[src/rtl/fixed_width_dictionary_unpacker_unit_assert.svh]
// Assertion helpers for the dictionary unpacker.
// Every property is clocked on the rising edge and is switched off while reset is held low.
`ifndef FIXED_WIDTH_DICTIONARY_UNPACKER_UNIT_ASSERT_SVH
`define FIXED_WIDTH_DICTIONARY_UNPACKER_UNIT_ASSERT_SVH

// The consequent is checked in the same cycle as the antecedent.
`define FWDU_ASSERT_SAME(lbl, clk, rstn, ante, cons, msg) \
    lbl: assert property (@(posedge clk) disable iff (!(rstn)) (ante) |-> (cons)) \
        else $error(msg);

// The consequent is checked in the cycle after the antecedent.
`define FWDU_ASSERT_NEXT(lbl, clk, rstn, ante, cons, msg) \
    lbl: assert property (@(posedge clk) disable iff (!(rstn)) (ante) |=> (cons)) \
        else $error(msg);

`endif

[src/rtl/fwdu_pkg.sv]
package fwdu_pkg;

    localparam int SYMBOL_W          = 8;
    localparam int TABLE_DEPTH_DEF   = 256;
    localparam int LENGTH_BYTES_DEF  = 4;

    // Decoder phases.
    typedef enum logic [2:0] {
        PH_LEN   = 3'd0,
        PH_COUNT = 3'd1,
        PH_WIDTH = 3'd2,
        PH_TABLE = 3'd3,
        PH_DATA  = 3'd4
    } phase_t;

endpackage

[src/rtl/fwdu_ram.sv]
module fwdu_ram
    import fwdu_pkg::*;
#(
    parameter int DATA_W = SYMBOL_W,
    parameter int DEPTH  = TABLE_DEPTH_DEF
) (
    input  logic                     aclk,
    input  logic                     we,
    input  logic [$clog2(DEPTH)-1:0] waddr,
    input  logic [DATA_W-1:0]        wdata,
    input  logic                     re,
    input  logic [$clog2(DEPTH)-1:0] raddr,
    output logic [DATA_W-1:0]        rdata
);

    logic [DATA_W-1:0] mem_reg [DEPTH];
    logic [DATA_W-1:0] rdata_reg;

    always_ff @(posedge aclk) begin
        if (we) begin
            mem_reg[waddr] <= wdata;
        end
        if (re) begin
            rdata_reg <= mem_reg[raddr];
        end
    end

    assign rdata = rdata_reg;

endmodule

[src/rtl/fixed_width_dictionary_unpacker_unit.sv]
// Channel   Direction  Handshake          Payload
// s_        in         s_valid / s_ready  s_data_byte (8)
// m_        out        m_valid / m_ready  m_symbol (8), m_bad_code, m_end_of_message,
//                                         m_last_in_run
//
// A table or data byte goes through the field shifter one bit per cycle while no waiting
// lookup stalls it, so up to eight symbols leave per data byte at one per cycle.
// A symbol passes from its last code bit through the synchronous code memory read, held
// in the lookup stage, and then the output register, where a low m_ready can hold it.
// Reset is synchronous and active low; the entry valid flags are flip-flops, cleared at
// reset and on the first length byte of every header, so no clearing pass is needed.
// When m_ready is low the lookup stage and then the bit shifter stall; header and table
// bytes keep flowing only while no lookup waits.

`include "fixed_width_dictionary_unpacker_unit_assert.svh"

module fixed_width_dictionary_unpacker_unit
    import fwdu_pkg::*;
#(
    parameter int TABLE_DEPTH  = TABLE_DEPTH_DEF,
    parameter int LENGTH_BYTES = LENGTH_BYTES_DEF
) (
    input  logic       aclk,
    input  logic       aresetn,

    input  logic       s_valid,
    output logic       s_ready,
    input  logic [7:0] s_data_byte,

    output logic       m_valid,
    input  logic       m_ready,
    output logic [7:0] m_symbol,
    output logic       m_bad_code,
    output logic       m_end_of_message,
    output logic       m_last_in_run
);

    localparam int AW = $clog2(TABLE_DEPTH);

    // Decoder state.
    phase_t            phase_reg, phase_next;
    logic [2:0]        hdr_cnt_reg, hdr_cnt_next;
    logic [30:0]       sym_left_reg, sym_left_next;
    logic [8:0]        ent_left_reg, ent_left_next;
    logic [2:0]        wm1_reg, wm1_next;
    logic [15:0]       acc_reg, acc_next;
    logic [4:0]        cnt_reg, cnt_next;
    logic              top_bit_reg, top_bit_next;
    logic [TABLE_DEPTH-1:0] valid_reg;

    // Input byte under work.
    logic [7:0]        byte_reg;
    logic [2:0]        bit_idx_reg;
    logic              busy_reg;

    // Lookup stage, waiting on the memory read.
    logic              pend_v_reg;
    logic              pend_ok_reg;
    logic              pend_eom_reg;
    logic              pend_last_reg;

    // Output register.
    logic              m_valid_reg;
    logic [7:0]        m_symbol_reg;
    logic              m_bad_reg;
    logic              m_eom_reg;
    logic              m_last_reg;

    // Bit datapath.
    logic              cur_bit;
    logic [15:0]       acc_shift;
    logic [4:0]        cnt_inc;
    logic [3:0]        cw;
    logic [7:0]        code_mask;
    logic [7:0]        code;
    logic [7:0]        entry_sym;
    logic              code_in_range;
    logic              entry_done;
    logic              code_done;
    logic [8:0]        ent_dec;
    logic [30:0]       sym_dec;
    logic [30:0]       len_shift;
    logic              len_flag;

    // Control.
    logic              out_free;
    logic              pend_adv;
    logic              step;
    logic              emit;
    logic              tbl_we;
    logic              brk;
    logic              finish;
    logic              clear_valid;
    logic              lookup_ok;
    logic              lookup_eom;
    logic              lookup_last;
    logic [7:0]        ram_rdata;

    // The output register frees when empty or taken; the lookup stage moves whenever the
    // output register can take it, and the shifter steps only when the lookup slot is free or moving on.
    assign out_free = !m_valid_reg || m_ready;
    assign pend_adv = pend_v_reg && out_free;
    assign step     = busy_reg && (!pend_v_reg || out_free);

    assign cur_bit   = byte_reg[bit_idx_reg];
    assign acc_shift = {acc_reg[14:0], cur_bit};
    assign cnt_inc   = cnt_reg + 5'd1;
    assign cw        = {1'b0, wm1_reg} + 4'd1;
    assign code_mask = 8'((9'd1 << cw) - 9'd1);
    assign code      = acc_shift[7:0] & code_mask;
    assign entry_sym = 8'(acc_shift >> cw);
    assign code_in_range = {1'b0, code} < 9'(TABLE_DEPTH);
    assign entry_done = cnt_inc >= (5'd8 + 5'(cw));
    assign code_done  = cnt_inc >= 5'(cw);
    assign ent_dec   = ent_left_reg - 9'd1;
    assign sym_dec   = sym_left_reg - 31'd1;

    // The count accumulates big-endian; a set top bit of a four-byte count forces zero.
    assign len_shift = {((hdr_cnt_reg == 3'd0) ? 23'd0 : sym_left_reg[22:0]), byte_reg};
    assign len_flag  = (hdr_cnt_reg == 3'd0)
                       ? ((LENGTH_BYTES == 4) && byte_reg[7]) : top_bit_reg;

    // Next state of the decoder.
    always_comb begin
        phase_next    = phase_reg;
        hdr_cnt_next  = hdr_cnt_reg;
        sym_left_next = sym_left_reg;
        ent_left_next = ent_left_reg;
        wm1_next      = wm1_reg;
        acc_next      = acc_reg;
        cnt_next      = cnt_reg;
        top_bit_next  = top_bit_reg;
        if (step) begin
            case (phase_reg)
                PH_LEN: begin
                    top_bit_next  = len_flag;
                    sym_left_next = len_shift;
                    hdr_cnt_next  = hdr_cnt_reg + 3'd1;
                    if (hdr_cnt_next >= 3'(LENGTH_BYTES)) begin
                        if (len_flag) begin
                            sym_left_next = '0;
                        end
                        hdr_cnt_next = '0;
                        phase_next   = PH_COUNT;
                    end
                end
                PH_COUNT: begin
                    ent_left_next = (byte_reg == 8'd0) ? 9'd256 : {1'b0, byte_reg};
                    phase_next    = PH_WIDTH;
                end
                PH_WIDTH: begin
                    wm1_next   = (byte_reg > 8'd7) ? 3'd7 : byte_reg[2:0];
                    acc_next   = '0;
                    cnt_next   = '0;
                    phase_next = PH_TABLE;
                end
                PH_TABLE: begin
                    acc_next = acc_shift;
                    cnt_next = cnt_inc;
                    if (entry_done) begin
                        acc_next      = '0;
                        cnt_next      = '0;
                        ent_left_next = ent_dec;
                        if (ent_dec == 9'd0) begin
                            phase_next = (sym_left_reg == 31'd0) ? PH_LEN : PH_DATA;
                        end
                    end
                end
                PH_DATA: begin
                    acc_next = acc_shift;
                    cnt_next = cnt_inc;
                    if (code_done) begin
                        acc_next      = '0;
                        cnt_next      = '0;
                        sym_left_next = sym_dec;
                        if (sym_dec == 31'd0) begin
                            phase_next = PH_LEN;
                        end
                    end
                end
                default: begin
                    phase_next = PH_LEN;
                end
            endcase
        end
    end

    // Decoder outputs: table writes, lookups and the end of the current byte.
    always_comb begin
        emit        = 1'b0;
        tbl_we      = 1'b0;
        brk         = 1'b0;
        clear_valid = 1'b0;
        finish      = 1'b0;
        if (step) begin
            case (phase_reg)
                PH_LEN: begin
                    clear_valid = (hdr_cnt_reg == 3'd0);
                    finish      = 1'b1;
                end
                PH_TABLE: begin
                    tbl_we = entry_done && code_in_range;
                    brk    = entry_done && (ent_dec == 9'd0) && (sym_left_reg == 31'd0);
                    finish = brk || (bit_idx_reg == 3'd0);
                end
                PH_DATA: begin
                    emit   = code_done;
                    brk    = code_done && (sym_dec == 31'd0);
                    finish = brk || (bit_idx_reg == 3'd0);
                end
                default: begin
                    finish = 1'b1;
                end
            endcase
        end
    end

    assign lookup_ok   = code_in_range && valid_reg[code[AW-1:0]];
    assign lookup_eom  = (sym_dec == 31'd0);
    // Another code still fits in this byte only if the bits left cover a whole code.
    assign lookup_last = lookup_eom || ({1'b0, bit_idx_reg} < cw);

    assign s_ready = !busy_reg || finish;

    always_ff @(posedge aclk) begin
        if (!aresetn) begin
            phase_reg    <= PH_LEN;
            hdr_cnt_reg  <= '0;
            sym_left_reg <= '0;
            ent_left_reg <= '0;
            wm1_reg      <= '0;
            acc_reg      <= '0;
            cnt_reg      <= '0;
            top_bit_reg  <= 1'b0;
        end else begin
            phase_reg    <= phase_next;
            hdr_cnt_reg  <= hdr_cnt_next;
            sym_left_reg <= sym_left_next;
            ent_left_reg <= ent_left_next;
            wm1_reg      <= wm1_next;
            acc_reg      <= acc_next;
            cnt_reg      <= cnt_next;
            top_bit_reg  <= top_bit_next;
        end
    end

    always_ff @(posedge aclk) begin
        if (!aresetn) begin
            valid_reg <= '0;
        end else if (clear_valid) begin
            valid_reg <= '0;
        end else if (tbl_we) begin
            valid_reg[code[AW-1:0]] <= 1'b1;
        end
    end

    // Byte holding register with its bit pointer.
    always_ff @(posedge aclk) begin
        if (!aresetn) begin
            busy_reg    <= 1'b0;
            bit_idx_reg <= '0;
        end else if (s_valid && s_ready) begin
            busy_reg    <= 1'b1;
            bit_idx_reg <= 3'd7;
        end else if (finish) begin
            busy_reg    <= 1'b0;
        end else if (step) begin
            bit_idx_reg <= bit_idx_reg - 3'd1;
        end
    end

    always_ff @(posedge aclk) begin
        if (s_valid && s_ready) begin
            byte_reg <= s_data_byte;
        end
    end

    // Code-to-symbol memory. A table write lands in an earlier cycle than any read of
    // the same entry, so the registered read always sees it.
    fwdu_ram #(
        .DATA_W (SYMBOL_W),
        .DEPTH  (TABLE_DEPTH)
    ) u_code_ram (
        .aclk  (aclk),
        .we    (tbl_we),
        .waddr (code[AW-1:0]),
        .wdata (entry_sym),
        .re    (emit),
        .raddr (code[AW-1:0]),
        .rdata (ram_rdata)
    );

    // Lookup stage flags travel alongside the memory read.
    always_ff @(posedge aclk) begin
        if (!aresetn) begin
            pend_v_reg <= 1'b0;
        end else if (emit) begin
            pend_v_reg <= 1'b1;
        end else if (pend_adv) begin
            pend_v_reg <= 1'b0;
        end
    end

    always_ff @(posedge aclk) begin
        if (emit) begin
            pend_ok_reg   <= lookup_ok;
            pend_eom_reg  <= lookup_eom;
            pend_last_reg <= lookup_last;
        end
    end

    // Output register.
    always_ff @(posedge aclk) begin
        if (!aresetn) begin
            m_valid_reg <= 1'b0;
        end else if (pend_adv) begin
            m_valid_reg <= 1'b1;
        end else if (m_ready) begin
            m_valid_reg <= 1'b0;
        end
    end

    always_ff @(posedge aclk) begin
        if (pend_adv) begin
            m_symbol_reg <= pend_ok_reg ? ram_rdata : 8'd0;
            m_bad_reg    <= !pend_ok_reg;
            m_eom_reg    <= pend_eom_reg;
            m_last_reg   <= pend_last_reg;
        end
    end

    assign m_valid          = m_valid_reg;
    assign m_symbol         = m_symbol_reg;
    assign m_bad_code       = m_bad_reg;
    assign m_end_of_message = m_eom_reg;
    assign m_last_in_run    = m_last_reg;

    // The last symbol of a message always closes the run of its byte.
    `FWDU_ASSERT_SAME(a_eom_closes_run, aclk, aresetn, m_valid && m_end_of_message, m_last_in_run, "end of message without last_in_run")
    // An unknown code must come out as symbol zero.
    `FWDU_ASSERT_SAME(a_bad_code_zero, aclk, aresetn, m_valid && m_bad_code, m_symbol == 8'd0, "bad code with nonzero symbol")
    // A waiting lookup keeps its read data until the output register takes it.
    `FWDU_ASSERT_NEXT(a_lookup_hold, aclk, aresetn, pend_v_reg && !out_free, pend_v_reg && $stable(ram_rdata), "pending lookup lost its read data")

endmodule
[config.mk]
export PLATFORM = sky130hd
export DESIGN_NAME = fixed_width_dictionary_unpacker_unit
export DESIGN_NICKNAME = d
export VERILOG_FILES = /design/src/rtl/fwdu_pkg.sv /design/src/rtl/fwdu_ram.sv /design/src/rtl/fixed_width_dictionary_unpacker_unit.sv
export VERILOG_INCLUDE_DIRS = /design/src /design/src/rtl
export SDC_FILE = /design/constraint.sdc
export NUM_CORES = 2
export LEC_CHECK = 0
export BUFFER_PORTS_ARGS = -buffer_cell sky130_fd_sc_hd__buf_4
export CORE_MARGIN = 2
export CORE_UTILIZATION = 30
export DETAILED_ROUTE_END_ITERATION = 16
export PLACE_DENSITY = 0.41
export SYNTH_ARGS = -nofsm -noshare
export SYNTH_HDL_FRONTEND = slang
export SYNTH_SLANG_ARGS = --single-unit
[constraint.sdc]
create_clock -name aclk -period 19.2 [get_ports aclk]
set_input_delay 0.96 -clock aclk [delete_from_list [all_inputs] [get_ports aclk]]
set_output_delay 0.96 -clock aclk [all_outputs]
set_load 0.01 [all_outputs]
=== Yosys cells after proc, flatten, opt, wreduce, memory -nomap -nowiden ===
Memory sizes are Yosys's and may differ from the RTL's. A register that Yosys moved wholly into a read port is not among the register bits.
Index checks and enable logic that the tools add are counted.

* Add/subtract/negate cells: 8
* Magnitude comparators: 8
* Equality and inequality tests: 10
* Shifts and indexed selects: 2
* Multiplexer cells: 49
* Bitwise logic cells: 3
* Reductions and logical operators: 39

{| class="wikitable"
|+ Operators by type and width
! operator !! number
|-
| $or 256x256->256 || 1
|-
| $mux 31 || 3
|-
| $logic_not 31->1 || 2
|-
| $pmux 31 s2 || 1
|-
| $pmux 15 s3 || 1
|-
| $mux 3 || 11
|-
| $sub 31x1->31 const B || 1
|-
| $mux 15 || 2
|-
| $mux 23 || 1
|-
| $mux 1 || 19
|-
| $mux 9 || 2
|-
| $pmux 9 s2 || 1
|-
| $shr 16x4->8 || 1
|-
| $pmux 3 s5 || 1
|-
| $pmux 5 s3 || 1
|-
| $reduce_bool 2->1 || 6
|-
| $mux 5 || 2
|-
| $ne 2x2->1 const B || 5
|-
| $logic_not 3->1 || 3
|-
| $logic_not 9->1 || 1
|-
| $lt 8x9->1 const B || 1
|-
| $sub 9x1->9 const B || 1
|-
| $and 8x8->8 || 1
|-
| $bmux 1 s8 || 1
|-
| other kinds (31) || 50
|}

* Flip-flop bits (word level): 354
* Bits in writable memories: 2,048
* Input bits: 12
* Output and inout bits: 13
* Logic and storage cells: 141
* Memories kept: 1

{| class="wikitable"
|+ Memory list
! name !! words !! bits a word !! rd ports !! clocked after memory_dff !! wr ports !! RTL line !! RTL
|-
| u_code_ram.mem_reg || 256 || 8 || 1 || 1 || 1 || fwdu_ram.sv:16 || <nowiki>logic [DATA_W-1:0] mem_reg [DEPTH];</nowiki>
|}

=== Logic depth before layout (Yosys ltp) ===
* Word-level depth: 12
* Gate-level depth with buffers: 20
* Depth with buffers taken out: 14

=== Modules after synthesis ===
A second synthesis with hierarchy kept.

* Cells, all modules: 5,875
* Area total of the unflattened synthesis: 96,005.8 um^2

{| class="wikitable"
|+ By module, submodules not included
! module !! instances !! cells each !! area an instance (um^2) !! sequential area each (um^2)
|-
| fwdu_ram || 1 || 3,733 || 79,636.4 || 61,739.2
|-
| fixed_width_dictionary_unpacker_unit || 1 || 2,142 || 16,369.4 || 7,307.0
|}

=== Least setup slack after synthesis ===
Ideal clock, no wire load.

* Kind: reg2reg
* Start point: register wm1_reg[1]
* End point: memory u_code_ram.mem_reg[0][7] (netlist name), data pin
* Library setup time: 2,188 ps
* Arrival time: 11,196 ps
* Required time: 17,012 ps
* Path slack: 5,816 ps
* Stages on the path, launching flop included: 7
* Buffers on the path: 2
* Clock period less this slack: 13,384 ps
* Cells stage by stage: dfxtp_1 -> buf_2 -> buf_1 -> mux2i_1 -> nand2_1 -> o21ai_0 -> o21ai_0

* Word-level cells in the longest chain between the ends: 2

{| class="wikitable"
|+ Ends and longest elaborated chain
! element !! RTL line !! RTL
|-
| start, declared || fixed_width_dictionary_unpacker_unit.sv:45 || <nowiki>logic [2:0] wm1_reg, wm1_next;</nowiki>
|-
| start signal, assigned || fixed_width_dictionary_unpacker_unit.sv:240 || <nowiki>wm1_reg <= wm1_next;</nowiki>
|-
| $add 3x1->4 || fixed_width_dictionary_unpacker_unit.sv:108 || <nowiki>assign cw = {1'b0, wm1_reg} + 4'd1;</nowiki>
|-
| $shr 16x4->8 || fixed_width_dictionary_unpacker_unit.sv:111 || <nowiki>assign entry_sym = 8'(acc_shift >> cw);</nowiki>
|-
| net entry_sym[7] || fixed_width_dictionary_unpacker_unit.sv:76 || <nowiki>logic [7:0] entry_sym;</nowiki>
|-
| end, declared || fwdu_ram.sv:16 ||
|}

The timed path passes the listed nets, and every way through them passes these cells.

=== Worst setup path in the final report ===
* Start point: register wm1_reg[2]
* End point: register u_code_ram.rdata_reg[2], in the netlist u_code_ram.rdata[2] (read register of u_code_ram.mem_reg), data pin

* Word-level cells in the longest chain between the ends: 4
* Elaborated cells between the ends (all ways): 7
* Those cells by class: add/sub (2); order compare (1); shift (1); mux (2); bitwise (1)

{| class="wikitable"
|+ Ends and longest elaborated chain
! element !! RTL line !! RTL
|-
| $add 3x1->4 (*) || fixed_width_dictionary_unpacker_unit.sv:108 ||
|-
| $shl 1x4->8 or $ge 5x4->1 (tied branches) || fixed_width_dictionary_unpacker_unit.sv:109, fixed_width_dictionary_unpacker_unit.sv:114 ||
|-
| $sub 8x1->8 or $mux 1 (tied branches) || fixed_width_dictionary_unpacker_unit.sv:109, fixed_width_dictionary_unpacker_unit.sv:196 ||
|-
| $and 8x8->8 or $mux 1 (tied branches) || fixed_width_dictionary_unpacker_unit.sv:110, fixed_width_dictionary_unpacker_unit.sv:195 ||
|-
| end, declared || fwdu_ram.sv:17 || <nowiki>logic [DATA_W-1:0] rdata_reg;</nowiki>
|}

Mark *: on every way between the ends. The rest lies on a longest branch, timed or not.
A chain may end at the register's enable or synchronous reset.

==> impl_metrics.json <==
{
  "status": "finished clean",
  "critPathKind": "register to register",
  "grt_max_degree": 182,
  "drv_slew": 0,
  "worstSetupStartpointType": "register",
  "synth_edf_count": 2078,
  "wl_per_cell_um": 32.2,
  "stdcell_area_um2": 112000,
  "place_area_um2": 103000,
  "crit_start": "wm1_reg[2]",
  "power.total_mw": 11.7,
  "clk_pin_slew_ns": 0.06,
  "arrival_ns": 8.83,
  "htreeDepth": 5,
  "wl_met3_mm": 23.6,
  "row_count": 209,
  "fin_skew_ns": 0.0462,
  "path_cells": "nand3_4, and2_4, buf_4, nor3_4, buf_4, buf_4, buf_4, buf_4, mux4_2, a2bb2oi_1, buf_4, a31oi_1, a32oi_1, a2111oi_1, nand4_1",
  "drtIter0Drc": 6645,
  "ys_seq_elements": 2410,
  "post-dp-hpwl_mm": 215,
  "postCtsSetupRepairBufs": 0,
  "ys_warn_count": 0,
  "cts-hold-fix-buffers": 0,
  "cp_num_buf_inv": 6,
  "rsz0062_at_grt": "no",
  "fillers": 31000,
  "dieArea_um2": 330000,
  "highest_layer": "met5",
  "port_buffers": 24,
  "drtAntennaViolNets": 0,
  "drc": 0,
  "post-route-period-util": 0.430,
  "cts_buffers": 282,
  "p_leak_nw": 35.7,
  "core_region_area_um2": 324000,
  "ios": 25,
  "track_usage": 0.209,
  "r2r_end": "u_code_ram.rdata[2]",
  "wl_met1_mm": 157,
  "final_layout_size_suffix_gt1_frac": 0.165,
  "tightest_slew_ns": 1.34,
  "cts_buffer_depth": 4,
  "hp-class": "input pin to register",
  "cts.sinks": 2410,
  "largest_reg_flops": 2048,
  "grt_pass1_wl_mm": 487,
  "r2r-start": "wm1_reg[2]",
  "tns_ns": 0,
  "slew_headroom": 0.0812,
  "power.density_nw_per_um2": 105,
  "timing.final.crit_period_ns": 8.25,
  "clockRootBuffer": "clkbuf_16",
  "area_growth_pct": 14.5,
  "synth.avg_cell_area_um2": 15.3,
  "ff2ff_path_depth": 15,
  "initial_utilization": 0.301,
  "required_ns": 19.78,
  "syn-cell-area_um2": 97600,
  "die_h_um": 574,
  "ys_types": 90,
  "cp_top_family": "buffers and inverters",
  "ir_drop_v": 0.0000682,
  "worst-path-stages": 15,
  "wl_mm": 354,
  "grt_pass1_vias": 57400,
  "synthArstFlopShare": 0,
  "crit_end": "u_code_ram.rdata[2]",
  "layout.nets": 6470,
  "vias_per_cell": 5.41,
  "timing_hold_violations_final": 0,
  "crit_path_top_delay_cell": "dfxtp_1",
  "crit_fanout": 44,
  "drv_cap": 0,
  "syn_nets": 6413,
  "fmax_mhz": 121,
  "cts_tree": "built",
  "gp_congestion": 0.819,
  "setup_violations": 0,
  "synthCells": 6376,
  "synth_seq_area_share": 0.707,
  "cts-resized-gates": 0,
  "grt_overflow": 0,
  "r2r_slack_ns": 10.95,
  "critPathCaptureType": "register",
  "drtPass1Iterations": 5,
  "route.vias.total": 59400,
  "max_stage_delay_ns": 0.99,
  "clock_latency_ns": 0.90,
  "grt_antenna_before_repair": 38,
  "final_core_util": 0.345,
  "die_x_um": 574,
  "ys.flop_type": "edfxtp_1",
  "cpMostUsedCell": "buf_4",
  "wl_met2_mm": 161
}
-- layer usage --
layer,vias up,GRT usage
li1,25000,-
met1,31600,0.296
met2,2286,0.327
met3,529,0.0345
met4,8,0.0695
met5,-,0
-- report_power, final --
group	leakage [nW]	internal (mW)	switching, mW
combinational	9.64	0.247	0.497
sequential	21.7	5.69	0.0121
clock	4.34	3.02	2.25
-- layout make-up --
cell class / count / area [µm²] / share of cell area
inverters: 36 / 135 / 0.00121
multi-input cells: 3491 / 26600 / 0.238
clock buffers: 359 / 7520 / 0.0673
flip-flops and latches: 2410 / 69000 / 0.618
clock inverters: 145 / 1360 / 0.0121
repair buffers: 212 / 1690 / 0.0151
diodes: 9 / 22.5 / 0.000202
well taps: 4325 / 5410 / 0.0484
-- synth_stat cells, types with 14 or more instances --
library cell     n  area (µm²)
a221oi_1        51         447
o31a_1          42         368
and3_1          22         138
a22oi_1         79         593
inv_1           33         124
nor2_1         698        2620
buf_1           43         161
nor2b_1         22         138
o22ai_1         14        87.6
buf_4           17         128
dfxtp_1        332        6650
o21ai_0         93         465
nand3_1        197         986
buf_12          16         320
buf_6           27         304
o31ai_1         19         143
a311oi_1        19         166
nand4_1         38         238
mux4_2         364        8200
buf_8           15         225
edfxtp_1      2078       62400
mux2i_1        213        2130
a31oi_1         60         375
nor3_1          51         255
a21oi_1        405        2030
o211ai_1        46         345
and2_1          20         125
buf_2           52         260
mux2_2          31         349
nand2_1        574        2150
a211oi_1        87         653
ha_1            25         313
nand2b_1        22         138
nor4_1          42         263
clkbuf_1       268        1010
-- cells in the final DEF (no fill, tap or decap), types with 33 or more instances in the layout --
cell type	n
dfxtp_1	332
mux4_2	364
o31a_1	42
mux2i_1	210
nand4_1	38
clkinv_2	47
o21ai_0	88
nor4_1	39
nor2_1	684
clkbuf_1	67
a31oi_1	59
buf_4	204
edfxtp_1	2078
a21oi_1	402
a221oi_1	51
clkinv_1	53
o211ai_1	46
nand2_1	563
inv_1	33
nand3_1	193
clkbuf_16	289
nor3_1	49
a22oi_1	77
a211oi_1	85
-- stage by stage --
step	worst slack (ns)	hold WS (ns)	std cells
after floorplan	5.82	0.400	6376
after global placement	10.09	0.408	10500
after detailed placement	10.80	0.412	10500
after CTS	10.78	0.168	11000
after global routing	10.59	0.203	11000
final	10.95	0.235	11000
-- cell families (layout without fill, tap and decap cells) --
group	count (synthesis)	in the layout	share of synthesized area
XOR/XNOR	17	17	0.00153
AND/OR/NAND/NOR	1757	1757	0.0779
flip-flops	2410	2410	0.707
AO/OA/AOI/OAI	1078	1078	0.0729
adder cells (fa/ha/maj)	25	25	0.00320
other	0	9	0
multiplexers	614	614	0.111
buffers and inverters	475	752	0.0261
-- worst min path at each step --
stage	start	end	slack (ns)	cells after the start
final	s_data_byte[5]	byte_reg[5]	0.23	1
after global routing	s_data_byte[5]	byte_reg[5]	0.20	1
after CTS	s_data_byte[5]	byte_reg[5]	0.17	1
after detailed placement	pend_last_reg	m_last_in_run	0.41	0
after global placement	pend_eom_reg	m_end_of_message	0.41	0
after floorplan	pend_eom_reg	m_end_of_message	0.40	0
(Power assumes the default switching activity.)
